===== config.mk =====
export PLATFORM = sky130hd
export DESIGN_NAME = size_record_packet_parse_tally
export DESIGN_NICKNAME = d
export VERILOG_FILES = /design/src/rtl/core/srppt_pkg.sv /design/src/rtl/core/size_record_packet_parse_tally.sv /design/src/rtl/core/srppt_parse.sv /design/src/rtl/core/srppt_div.sv
export SDC_FILE = /design/constraint.sdc
export NUM_CORES = 1
export LEC_CHECK = 0
export BUFFER_PORTS_ARGS = -buffer_cell sky130_fd_sc_hd__buf_2
export CAP_MARGIN = 30
export CELL_PAD_IN_SITES_DETAIL_PLACEMENT = 1
export CELL_PAD_IN_SITES_GLOBAL_PLACEMENT = 1
export CORE_ASPECT_RATIO = 1.4
export CORE_UTILIZATION = 49
export DETAILED_ROUTE_END_ITERATION = 8
export GPL_TIMING_DRIVEN = 0
export HOLD_SLACK_MARGIN = 0.1
export PLACE_DENSITY_LB_ADDON = 0.1
export SLEW_MARGIN = 5
export SYNTH_ARGS = -nofsm -noshare
export SYNTH_HDL_FRONTEND = slang
export SYNTH_SLANG_ARGS = --single-unit

===== constraint.sdc =====
create_clock -name clk -period 9.55 [get_ports clk]
set_clock_uncertainty 0.2 [all_clocks]
set_input_delay 1.4325 -clock clk [delete_from_list [all_inputs] [get_ports clk]]
set_output_delay 1.4325 -clock clk [all_outputs]
set_load 0.005 [all_outputs]

===== src/rtl/core/srppt_pkg.sv =====
// Shared types, constants and codes of the record packet parse and tally block.
package srppt_pkg;

    // Widths of the counters and fields
    localparam int COUNT_BITS      = 20;
    localparam int LENGTH_BITS     = 24;
    localparam int SIZE_LIMIT_BITS = 40;
    localparam int SUM_BITS        = 60;
    localparam int AVG_BITS        = SIZE_LIMIT_BITS + 1;
    localparam int WORD_BITS       = 32;
    localparam int FIELD_BITS      = 64;
    localparam int BIF_BITS        = 4;
    localparam int STATUS_BITS     = 3;

    // Bytes per header word and per record size
    localparam logic [BIF_BITS-1:0] WORD_BYTES = BIF_BITS'(WORD_BITS / 8);
    localparam logic [BIF_BITS-1:0] SIZE_BYTES = BIF_BITS'(FIELD_BITS / 8);

    localparam logic [LENGTH_BITS-1:0] LENGTH_MAX = {LENGTH_BITS{1'b1}};
    localparam logic [FIELD_BITS-1:0]  SIZE_LIMIT = FIELD_BITS'(1) << SIZE_LIMIT_BITS;

    // Divider sequencing
    localparam int DIV_STEPS = SUM_BITS;
    localparam int DIV_CNT_BITS = $clog2(DIV_STEPS);

    // Stream and register port widths
    localparam int PAYLOAD_BITS = 2 * COUNT_BITS + SUM_BITS + AVG_BITS;
    localparam int TDATA_BITS   = ((PAYLOAD_BITS + 7) / 8) * 8;
    localparam int ADDR_BITS    = 4;
    localparam int APB_BITS     = 32;

    // Register indexes
    localparam logic [1:0] REG_MAGIC       = 2'd0;
    localparam logic [1:0] REG_VERSION     = 2'd1;
    localparam logic [1:0] REG_MAX_PACKET  = 2'd2;
    localparam logic [1:0] REG_MAX_RECORDS = 2'd3;

    typedef enum logic [STATUS_BITS-1:0] {
        ST_OK         = 3'd0,
        ST_TOO_LONG   = 3'd1,
        ST_TRUNCATED  = 3'd2,
        ST_BAD_HEADER = 3'd3,
        ST_TOO_MANY   = 3'd4,
        ST_BAD_FLAG   = 3'd5,
        ST_TRAILING   = 3'd6,
        ST_OVERSIZE   = 3'd7
    } status_t;

    typedef enum logic [2:0] {
        PH_MAGIC   = 3'd0,
        PH_VERSION = 3'd1,
        PH_COUNT   = 3'd2,
        PH_SIZE    = 3'd3,
        PH_FLAG    = 3'd4,
        PH_DONE    = 3'd5,
        PH_ERROR   = 3'd6
    } phase_t;

    typedef enum logic [1:0] {
        SQ_IN   = 2'd0,
        SQ_DIV  = 2'd1,
        SQ_LOAD = 2'd2
    } seq_state_t;

    typedef struct packed {
        logic [WORD_BITS-1:0]   expected_magic;
        logic [WORD_BITS-1:0]   expected_version;
        logic [LENGTH_BITS-1:0] max_packet_bytes;
        logic [COUNT_BITS-1:0]  max_records;
    } cfg_t;

    typedef struct packed {
        status_t               status;
        logic [COUNT_BITS-1:0] record_count;
        logic [COUNT_BITS-1:0] kept_count;
        logic [SUM_BITS-1:0]   total_size;
    } result_t;

endpackage


===== src/rtl/core/size_record_packet_parse_tally.sv =====
// Top level of the record packet parser: stream ports, registers and sequencer.
//
// Bytes of a packet are taken one per cycle on the slave stream while s_tready is high, tlast
// marking the final byte. Once the final byte is taken, s_tready drops: if the packet parsed
// cleanly and holds at least one record, the restoring divider works out the average size
// (one quotient bit per cycle), then the output register is loaded; any other packet goes
// straight to the load. The load waits while an earlier result is still held in the output
// register. The result beat carries the status in tuser; all tallies are zero when
// status is not ok.
module size_record_packet_parse_tally (
    input  logic                                clk,
    input  logic                                rst_n,
    // Slave stream
    input  logic                                s_tvalid,
    output logic                                s_tready,
    input  logic [7:0]                          s_tdata,   // data_byte
    input  logic                                s_tlast,   // end_of_packet
    // Master stream
    output logic                                m_tvalid,
    input  logic                                m_tready,
    // record_count, kept_count, total_size, average_size, zero fill
    output logic [srppt_pkg::TDATA_BITS-1:0]    m_tdata,
    output logic [srppt_pkg::STATUS_BITS-1:0]   m_tuser,   // status
    // Register port
    input  logic                                psel,
    input  logic                                penable,
    input  logic                                pwrite,
    input  logic [srppt_pkg::ADDR_BITS-1:0]     paddr,
    input  logic [srppt_pkg::APB_BITS-1:0]      pwdata,
    output logic [srppt_pkg::APB_BITS-1:0]      prdata,
    output logic                                pready
);
    import srppt_pkg::*;

    seq_state_t              state_reg, state_next;
    cfg_t                    cfg_reg;
    result_t                 final_res;
    result_t                 pend_reg;
    logic                    div_used_reg;
    logic                    m_tvalid_reg, m_tvalid_next;
    logic [TDATA_BITS-1:0]   tdata_reg;
    logic [STATUS_BITS-1:0]  tuser_reg;

    logic                    beat;
    logic                    last_beat;
    logic                    div_start;
    logic                    out_load;
    logic                    div_busy;
    logic                    div_done;
    logic [SUM_BITS-1:0]     quotient;
    logic [AVG_BITS-1:0]     avg;
    logic                    cfg_wr;

    assign beat      = s_tvalid && s_tready;
    assign last_beat = beat && s_tlast;
    assign cfg_wr    = psel && penable && pwrite && pready;

    srppt_parse u_parse (
        .clk           (clk),
        .rst_n         (rst_n),
        .beat          (beat),
        .data_byte     (s_tdata),
        .end_of_packet (s_tlast),
        .cfg           (cfg_reg),
        .final_res     (final_res)
    );

    srppt_div u_div (
        .clk      (clk),
        .rst_n    (rst_n),
        .start    (div_start),
        .dividend (final_res.total_size),
        .divisor  (final_res.record_count),
        .busy     (div_busy),
        .done     (div_done),
        .quotient (quotient)
    );

    // Next state of the sequencer
    always_comb
    begin
        state_next = state_reg;
        unique case (state_reg)
            SQ_IN:
            begin
                if (last_beat)
                    state_next = div_start ? SQ_DIV : SQ_LOAD;
            end
            SQ_DIV:
            begin
                if (div_done)
                    state_next = SQ_LOAD;
            end
            SQ_LOAD:
            begin
                if (out_load)
                    state_next = SQ_IN;
            end
            default:
                state_next = SQ_IN;
        endcase
    end

    // Sequencer outputs
    always_comb
    begin
        s_tready  = 1'b0;
        div_start = 1'b0;
        out_load  = 1'b0;
        unique case (state_reg)
            SQ_IN:
            begin
                s_tready  = 1'b1;
                div_start = s_tvalid && s_tlast && (final_res.status == ST_OK) &&
                            (final_res.record_count != '0);
            end
            SQ_DIV:
            begin
            end
            SQ_LOAD:
                out_load = !m_tvalid_reg || m_tready;
            default:
            begin
            end
        endcase
    end

    assign avg = div_used_reg ? quotient[AVG_BITS-1:0] : '0;

    always_comb
    begin
        if (out_load)
            m_tvalid_next = 1'b1;
        else if (m_tready)
            m_tvalid_next = 1'b0;
        else
            m_tvalid_next = m_tvalid_reg;
    end

    // Control registers
    always_ff @(posedge clk or negedge rst_n)
    begin
        if (!rst_n)
        begin
            state_reg    <= SQ_IN;
            m_tvalid_reg <= 1'b0;
        end
        else
        begin
            state_reg    <= state_next;
            m_tvalid_reg <= m_tvalid_next;
        end
    end

    // Configuration registers
    always_ff @(posedge clk or negedge rst_n)
    begin
        if (!rst_n)
        begin
            cfg_reg.expected_magic   <= '0;
            cfg_reg.expected_version <= '0;
            cfg_reg.max_packet_bytes <= {LENGTH_BITS{1'b1}};
            cfg_reg.max_records      <= {COUNT_BITS{1'b1}};
        end
        else if (cfg_wr)
        begin
            unique case (paddr[3:2])
                REG_MAGIC:       cfg_reg.expected_magic   <= pwdata[WORD_BITS-1:0];
                REG_VERSION:     cfg_reg.expected_version <= pwdata[WORD_BITS-1:0];
                REG_MAX_PACKET:  cfg_reg.max_packet_bytes <= pwdata[LENGTH_BITS-1:0];
                REG_MAX_RECORDS: cfg_reg.max_records      <= pwdata[COUNT_BITS-1:0];
            endcase
        end
    end

    // Register read-back
    always_comb
    begin
        unique case (paddr[3:2])
            REG_MAGIC:       prdata = APB_BITS'(cfg_reg.expected_magic);
            REG_VERSION:     prdata = APB_BITS'(cfg_reg.expected_version);
            REG_MAX_PACKET:  prdata = APB_BITS'(cfg_reg.max_packet_bytes);
            REG_MAX_RECORDS: prdata = APB_BITS'(cfg_reg.max_records);
        endcase
    end

    assign pready = 1'b1;

    // Hold the finished packet's result and load the output beat
    always_ff @(posedge clk)
    begin
        if (last_beat)
        begin
            pend_reg     <= final_res;
            div_used_reg <= div_start;
        end
        if (out_load)
        begin
            tdata_reg <= {{(TDATA_BITS - PAYLOAD_BITS){1'b0}}, avg, pend_reg.total_size,
                          pend_reg.kept_count, pend_reg.record_count};
            tuser_reg <= pend_reg.status;
        end
    end

    assign m_tvalid = m_tvalid_reg;
    assign m_tdata  = tdata_reg;
    assign m_tuser  = tuser_reg;

    // A failed packet carries no tallies
    a_fail_zero: assert property (@(posedge clk) disable iff (!rst_n)
        (m_tvalid && (m_tuser != ST_OK)) |-> (m_tdata == '0))
        else $error("nonzero tallies on a failed packet");

    // The divider only runs while the sequencer waits on it
    a_div_in_state: assert property (@(posedge clk) disable iff (!rst_n)
        div_busy |-> (state_reg == SQ_DIV))
        else $error("divider busy outside the divide state");

    // Input is stalled straight after a final byte
    a_stall_after_last: assert property (@(posedge clk) disable iff (!rst_n)
        last_beat |=> !s_tready)
        else $error("input ready right after a packet end");

    // The average never exceeds the total
    a_avg_bound: assert property (@(posedge clk) disable iff (!rst_n)
        (m_tvalid && (m_tuser == ST_OK)) |->
        (SUM_BITS'(m_tdata[PAYLOAD_BITS-1:PAYLOAD_BITS-AVG_BITS]) <=
         m_tdata[2*COUNT_BITS+SUM_BITS-1:2*COUNT_BITS]))
        else $error("average size above total size");

endmodule


===== src/rtl/core/srppt_parse.sv =====
// Byte-wise header and record parser with running tallies.
module srppt_parse (
    input  logic                   clk,
    input  logic                   rst_n,
    input  logic                   beat,
    input  logic [7:0]             data_byte,
    input  logic                   end_of_packet,
    input  srppt_pkg::cfg_t        cfg,
    output srppt_pkg::result_t     final_res
);
    import srppt_pkg::*;

    phase_t                  phase_reg, phase_next;
    logic [BIF_BITS-1:0]     bif_reg, bif_next;
    logic [FIELD_BITS-1:0]   shift_reg, shift_next;
    logic [COUNT_BITS-1:0]   decl_reg, decl_next;
    logic [COUNT_BITS-1:0]   rec_reg, rec_next;
    logic [COUNT_BITS-1:0]   kept_reg, kept_next;
    logic [SUM_BITS-1:0]     sum_reg, sum_next;
    logic [LENGTH_BITS-1:0]  bytes_reg, bytes_next;
    status_t                 err_reg, err_next;
    logic                    over_reg, over_next;

    logic [FIELD_BITS-1:0]   shift_cat;
    logic [BIF_BITS-1:0]     bif_inc;
    logic [BIF_BITS-1:0]     need;
    logic [COUNT_BITS-1:0]   rec_inc;
    logic [WORD_BITS-1:0]    word_val;
    status_t                 status;

    // Work out the state after this byte
    always_comb
    begin
        phase_next = phase_reg;
        bif_next   = bif_reg;
        shift_next = shift_reg;
        decl_next  = decl_reg;
        rec_next   = rec_reg;
        kept_next  = kept_reg;
        sum_next   = sum_reg;
        err_next   = err_reg;
        over_next  = over_reg;
        bytes_next = (bytes_reg != LENGTH_MAX) ? bytes_reg + 1'b1 : bytes_reg;
        shift_cat  = {shift_reg[FIELD_BITS-9:0], data_byte};
        bif_inc    = bif_reg + 1'b1;
        need       = (phase_reg == PH_SIZE) ? SIZE_BYTES : WORD_BYTES;
        rec_inc    = rec_reg + 1'b1;
        word_val   = shift_cat[WORD_BITS-1:0];

        unique case (phase_reg) inside
            PH_ERROR:
            begin
            end
            PH_DONE:
            begin
                err_next   = ST_TRAILING;
                phase_next = PH_ERROR;
            end
            PH_FLAG:
            begin
                if (data_byte > 8'd1)
                begin
                    err_next   = ST_BAD_FLAG;
                    phase_next = PH_ERROR;
                end
                else
                begin
                    kept_next  = kept_reg + COUNT_BITS'(data_byte[0]);
                    rec_next   = rec_inc;
                    phase_next = (rec_inc == decl_reg) ? PH_DONE : PH_SIZE;
                end
            end
            PH_MAGIC, PH_VERSION, PH_COUNT, PH_SIZE:
            begin
                if (bif_inc < need)
                begin
                    shift_next = shift_cat;
                    bif_next   = bif_inc;
                end
                else
                begin
                    // Field complete: check it and move on
                    shift_next = '0;
                    bif_next   = '0;
                    unique case (phase_reg)
                        PH_MAGIC:
                        begin
                            if (word_val != cfg.expected_magic)
                            begin
                                err_next   = ST_BAD_HEADER;
                                phase_next = PH_ERROR;
                            end
                            else
                                phase_next = PH_VERSION;
                        end
                        PH_VERSION:
                        begin
                            if (word_val != cfg.expected_version)
                            begin
                                err_next   = ST_BAD_HEADER;
                                phase_next = PH_ERROR;
                            end
                            else
                                phase_next = PH_COUNT;
                        end
                        PH_COUNT:
                        begin
                            if (word_val > WORD_BITS'(cfg.max_records))
                            begin
                                err_next   = ST_TOO_MANY;
                                phase_next = PH_ERROR;
                            end
                            else
                            begin
                                decl_next  = word_val[COUNT_BITS-1:0];
                                phase_next = (word_val[COUNT_BITS-1:0] == '0) ? PH_DONE
                                                                              : PH_SIZE;
                            end
                        end
                        default:
                        begin
                            if (shift_cat > SIZE_LIMIT)
                                over_next = 1'b1;
                            sum_next   = sum_reg + shift_cat[SUM_BITS-1:0];
                            phase_next = PH_FLAG;
                        end
                    endcase
                end
            end
            default:
            begin
            end
        endcase
    end

    // Pick the status in priority order and zero the tallies on failure
    always_comb
    begin
        if (bytes_next > cfg.max_packet_bytes)
            status = ST_TOO_LONG;
        else if (err_next != ST_OK)
            status = err_next;
        else if (phase_next != PH_DONE)
            status = ST_TRUNCATED;
        else if (over_next)
            status = ST_OVERSIZE;
        else
            status = ST_OK;

        final_res.status = status;
        if (status == ST_OK)
        begin
            final_res.record_count = rec_next;
            final_res.kept_count   = kept_next;
            final_res.total_size   = sum_next;
        end
        else
        begin
            final_res.record_count = '0;
            final_res.kept_count   = '0;
            final_res.total_size   = '0;
        end
    end

    // Advance on each beat; clear all packet state after the final byte
    always_ff @(posedge clk or negedge rst_n)
    begin
        if (!rst_n)
        begin
            phase_reg <= PH_MAGIC;
            bif_reg   <= '0;
            shift_reg <= '0;
            decl_reg  <= '0;
            rec_reg   <= '0;
            kept_reg  <= '0;
            sum_reg   <= '0;
            bytes_reg <= '0;
            err_reg   <= ST_OK;
            over_reg  <= 1'b0;
        end
        else if (beat)
        begin
            if (end_of_packet)
            begin
                phase_reg <= PH_MAGIC;
                bif_reg   <= '0;
                shift_reg <= '0;
                decl_reg  <= '0;
                rec_reg   <= '0;
                kept_reg  <= '0;
                sum_reg   <= '0;
                bytes_reg <= '0;
                err_reg   <= ST_OK;
                over_reg  <= 1'b0;
            end
            else
            begin
                phase_reg <= phase_next;
                bif_reg   <= bif_next;
                shift_reg <= shift_next;
                decl_reg  <= decl_next;
                rec_reg   <= rec_next;
                kept_reg  <= kept_next;
                sum_reg   <= sum_next;
                bytes_reg <= bytes_next;
                err_reg   <= err_next;
                over_reg  <= over_next;
            end
        end
    end

endmodule


===== src/rtl/core/srppt_div.sv =====
// Restoring divider, one quotient bit per cycle, for the average size.
module srppt_div (
    input  logic                                clk,
    input  logic                                rst_n,
    input  logic                                start,
    input  logic [srppt_pkg::SUM_BITS-1:0]      dividend,
    input  logic [srppt_pkg::COUNT_BITS-1:0]    divisor,
    output logic                                busy,
    output logic                                done,
    output logic [srppt_pkg::SUM_BITS-1:0]      quotient
);
    import srppt_pkg::*;

    logic                      busy_reg, busy_next;
    logic [DIV_CNT_BITS-1:0]   cnt_reg, cnt_next;
    logic [COUNT_BITS-1:0]     rem_reg, rem_next;
    logic [SUM_BITS-1:0]       quot_reg, quot_next;
    logic [COUNT_BITS-1:0]     dsor_reg, dsor_next;
    logic [COUNT_BITS:0]       trial;

    // One subtract-and-compare step per cycle
    always_comb
    begin
        busy_next = busy_reg;
        cnt_next  = cnt_reg;
        rem_next  = rem_reg;
        quot_next = quot_reg;
        dsor_next = dsor_reg;
        trial     = {rem_reg, quot_reg[SUM_BITS-1]} - {1'b0, dsor_reg};
        done      = busy_reg && (cnt_reg == DIV_CNT_BITS'(DIV_STEPS - 1));

        if (start)
        begin
            busy_next = 1'b1;
            cnt_next  = '0;
            rem_next  = '0;
            quot_next = dividend;
            dsor_next = divisor;
        end
        else if (busy_reg)
        begin
            if (!trial[COUNT_BITS])
            begin
                rem_next  = trial[COUNT_BITS-1:0];
                quot_next = {quot_reg[SUM_BITS-2:0], 1'b1};
            end
            else
            begin
                rem_next  = {rem_reg[COUNT_BITS-2:0], quot_reg[SUM_BITS-1]};
                quot_next = {quot_reg[SUM_BITS-2:0], 1'b0};
            end
            cnt_next = cnt_reg + 1'b1;
            if (done)
                busy_next = 1'b0;
        end
    end

    // Hold the sequencing state
    always_ff @(posedge clk or negedge rst_n)
    begin
        if (!rst_n)
        begin
            busy_reg <= 1'b0;
            cnt_reg  <= '0;
        end
        else
        begin
            busy_reg <= busy_next;
            cnt_reg  <= cnt_next;
        end
    end

    // Hold the working words
    always_ff @(posedge clk)
    begin
        rem_reg  <= rem_next;
        quot_reg <= quot_next;
        dsor_reg <= dsor_next;
    end

    assign busy     = busy_reg;
    assign quotient = quot_reg;

endmodule


==> results.md <==
* Outcome: complete, no violations
* Routed vias/inst at ~5.9
* Final Cycle Share at between 70% and 80%
* Routed WL per cell at 24.7 um
* Grt ovf at 0
* CTS H-tree depth at 3
* Share of power burned in registers at 43.5%
* Largest net degree at the start of global routing at between 100 and 150
* Gr usage total at roughly a third
* CP Data Arrival Time at around 6900 ps
* Post-cts sizing count at 0
* NumNets Final at ~3700
* First-pass GRT wire length at about 170 mm
* CP Data Required Time at roughly 9700 ps
* HP Start: pend_reg[53]
* Psw at 3520 uW
* Share of cells above drive strength 1 at between 15 and 20%
* Post-route DRC at 0
* Max-slew headroom at around 27%
* Die area at slightly above 70000 sq um
* Post-synth EDFFs at roughly 330
* Starting Density at 49.7%
* Placed Cells at 4374
* CP Max Fanout at 10
* Least-Margin Pin Slew at 1070 ps
* CP Class: reg2reg
* Post CTS Setup Buffer Count at 0
* Vias in the first global route at around 28000
* WHS Path Cells at 0
* Post-route insts no fill at 4508
* Internal power at 6560 uW
* Final Hold Fails at 0
* RD Place Congestion at ~0.95
* Pwr dens at 255 nW/um^2
* Max Buffers Root-to-Sink at 3
* Clock-pin slew on the worst setup and hold paths at approximately 70 ps
* Final setup vio count at 0
* Via count at ~26000
* Most common cell after layout, fill and taps aside: nand2_1
* Post-route ant nets at 0
* Worst Hold Class: reg2reg
* CORE AREA at 69300 sq um
* Hold_buf cts at 0
* Cts bufs inserted at 70
* Peak supply drop at around 150 uV
* R2R cell count at 23
* Synth Warn # at 0
* Async set-or-reset flop fraction in the synthesized netlist at 48.6%
* Top area cells in the synthesized netlist: edfxtp_1 29%, dfrtp_1 21%, ha_1 4.7%
* Cell taking the most area after synthesis: edfxtp_1
* Max-slew violation count at 0
* Sequential fraction of the synthesis area at between 50% and 60%
* Max Cap Viol at 0
* FF-to-FF setup slack at around 2900 ps
* Reg2Reg Launch Point: u_parse.bytes_reg[17]
* Crit start category: flip-flop
* Most frequent cells in the layout: 347 x nand2_1, 328 x edfxtp_1, 291 x nor2_1
* CP Capture Type: flip-flop
* Dominant synthesized flop cell: edfxtp_1
* Clock Power Share at roughly 28%
* Worst skew pair latency at between 600 and 700 ps
* Synth Area per Inst at 10.8 sq um
* Initial DRC count at approximately 1700
* Port bufs at between 200 and 250
* Post-synthesis instance area at 34500 sq um
* Sw Ratio at around a third
* Post-synth top area share at ~29%
* LEAKAGE at roughly 0.016 uW
* Unrepaired setup endpoints after global routing: false
* Flops & latches, synth at slightly below 700
* Drt total wl at ~110 mm
* Hold Path Sink: m_tdata[93]
* Synth unique cells at 83
* Comb power frac at approximately 29%
* Total I/O pin count at 234
* Dpl hpwl at between 80 and 90 mm
* Root buffer cell: clkbuf_16
* Row count at 114
* Die Width at between 200 and 250 um
* CTS tree: done
* Crit Reg-Reg Endpoint: u_div.dsor_reg[1]
* Final min period at 6700 ps
* Core Util, Final at between 50% and 60%
* Clk sink count at a little under 700
* Syn Inst Count at 3204
* Area Overhead vs Synth at 14.5%
* Max reg flops at approximately 140
* Initial antenna violation count at 5
* 1st-pass router iterations at 5
* Chip height at between 300 and 400 um
* Max Freq at 0.149 GHz
## power by group through the flow
stage          logic (uW)  clock network, uW  registers (uW)
3_3_place_gp         2660                  0            4490
3_5_place_dp         2860                  0            4430
6_report             2880               2820            4380
4_1_cts              2890               2870            4380
2_1_floorplan        1780                  0            4300
5_1_grt              3150               2960            4440
## per-stage QoR
step | cell area, sq um | setup TNS (ps) | power [uW] | setup slack (ps) | hold slack (ps)
floorplan | 34500 | 0 | 6090 | 779 | 200
global placement | 36700 | -347220 | 7150 | -1740 | 200
detailed placement | 37100 | 0 | 7290 | 2770 | 205
finish | 39500 | 0 | 10100 | 2850 | 219
CTS | 39400 | 0 | 10100 | 2890 | 220
global route | 39500 | 0 | 10600 | 2490 | 216
## metal layers
metal / GRT usage [%] / wire length (um) / vias up
met2: 55.9 / 56700 / 605
met3: 4.65 / 4420 / 209
met4: 12.7 / 4390 / 8
li1: - / - / 12200
met5: 0 / 52 / -
met1: 38.4 / 45600 / 13500
## logic make-up after synthesis
kind of cell             Yosys count  share of synthesized area, %
buffers and inverters            275                          3.28
other                              2                        0.0218
multiplexers                     158                          5.56
XOR/XNOR                         228                          5.80
flip-flops                       677                          53.8
AND/OR/NAND/NOR                  984                          13.1
AO/OA/AOI/OAI                    748                          13.6
adder cells (fa/ha/maj)          132                          4.84
## cell usage after synthesis (all sizes together) (15+ instances only)
cell / number
xor2: 132
nand4: 48
o31ai: 16
o21bai: 17
dfxtp: 20
clkbuf: 156
o21a: 19
nor2b: 15
inv: 84
edfxtp: 328
nand2: 348
a211oi: 36
o21ai: 276
nor4: 37
and3: 24
ha: 130
nand3: 54
dfstp: 44
mux2: 68
dfrtp: 285
buf: 35
nor2: 291
a21boi: 16
a21oi: 163
xnor2: 96
a21o: 46
mux2i: 70
nor3: 61
and2: 56
a22o: 88
mux4: 20
## layout make-up
type | instances | area, sq um
Timing Repair Buffer | 242 | 1470
Inverter | 84 | 315
Clock inverter | 44 | 457
Sequential cell | 677 | 18500
Clock buffer | 86 | 1890
Multi-Input combinational cell | 2254 | 14800
Tap cell | 928 | 1160
Fill cell | 7613 | 29900
Antenna cell | 2 | 5.00
Buffer | 191 | 820
## how the worst max path moves through the flow
stage	from	end	slack, ps	cells after the start
finish	u_parse.bytes_reg[17]	u_div.dsor_reg[1]	2850	23
global route	u_parse.bytes_reg[20]	u_div.dsor_reg[1]	2490	23
CTS	u_parse.bytes_reg[17]	pend_reg[81]	2890	23
detailed placement	s_tdata[6]	u_div.quotient[10]	2770	17
global placement	m_tready	m_tdata[51]	-1740	3
floorplan	m_tready	m_tdata[0]	780	2
## critical path, cell delays in order, from the launching register on
cell	delay, ps
dfrtp_1	320
clkbuf_1	280
nand4_1	210
nor2_1	320
nand4_1	360
and4_1	330
clkbuf_1	170
nand3_1	150
nor2_1	110
nand3_1	220
nor2_1	90
and4_1	240
xor2_1	170
ha_1	310
nand4_1	90
or2_2	340
nor3_1	190
nand2_1	160
a21boi_0	310
or4b_1	490
clkbuf_1	270
buf_8	250
clkbuf_1	380
a21oi_1	480
Note: power is estimated with default switching activity, not from simulation.
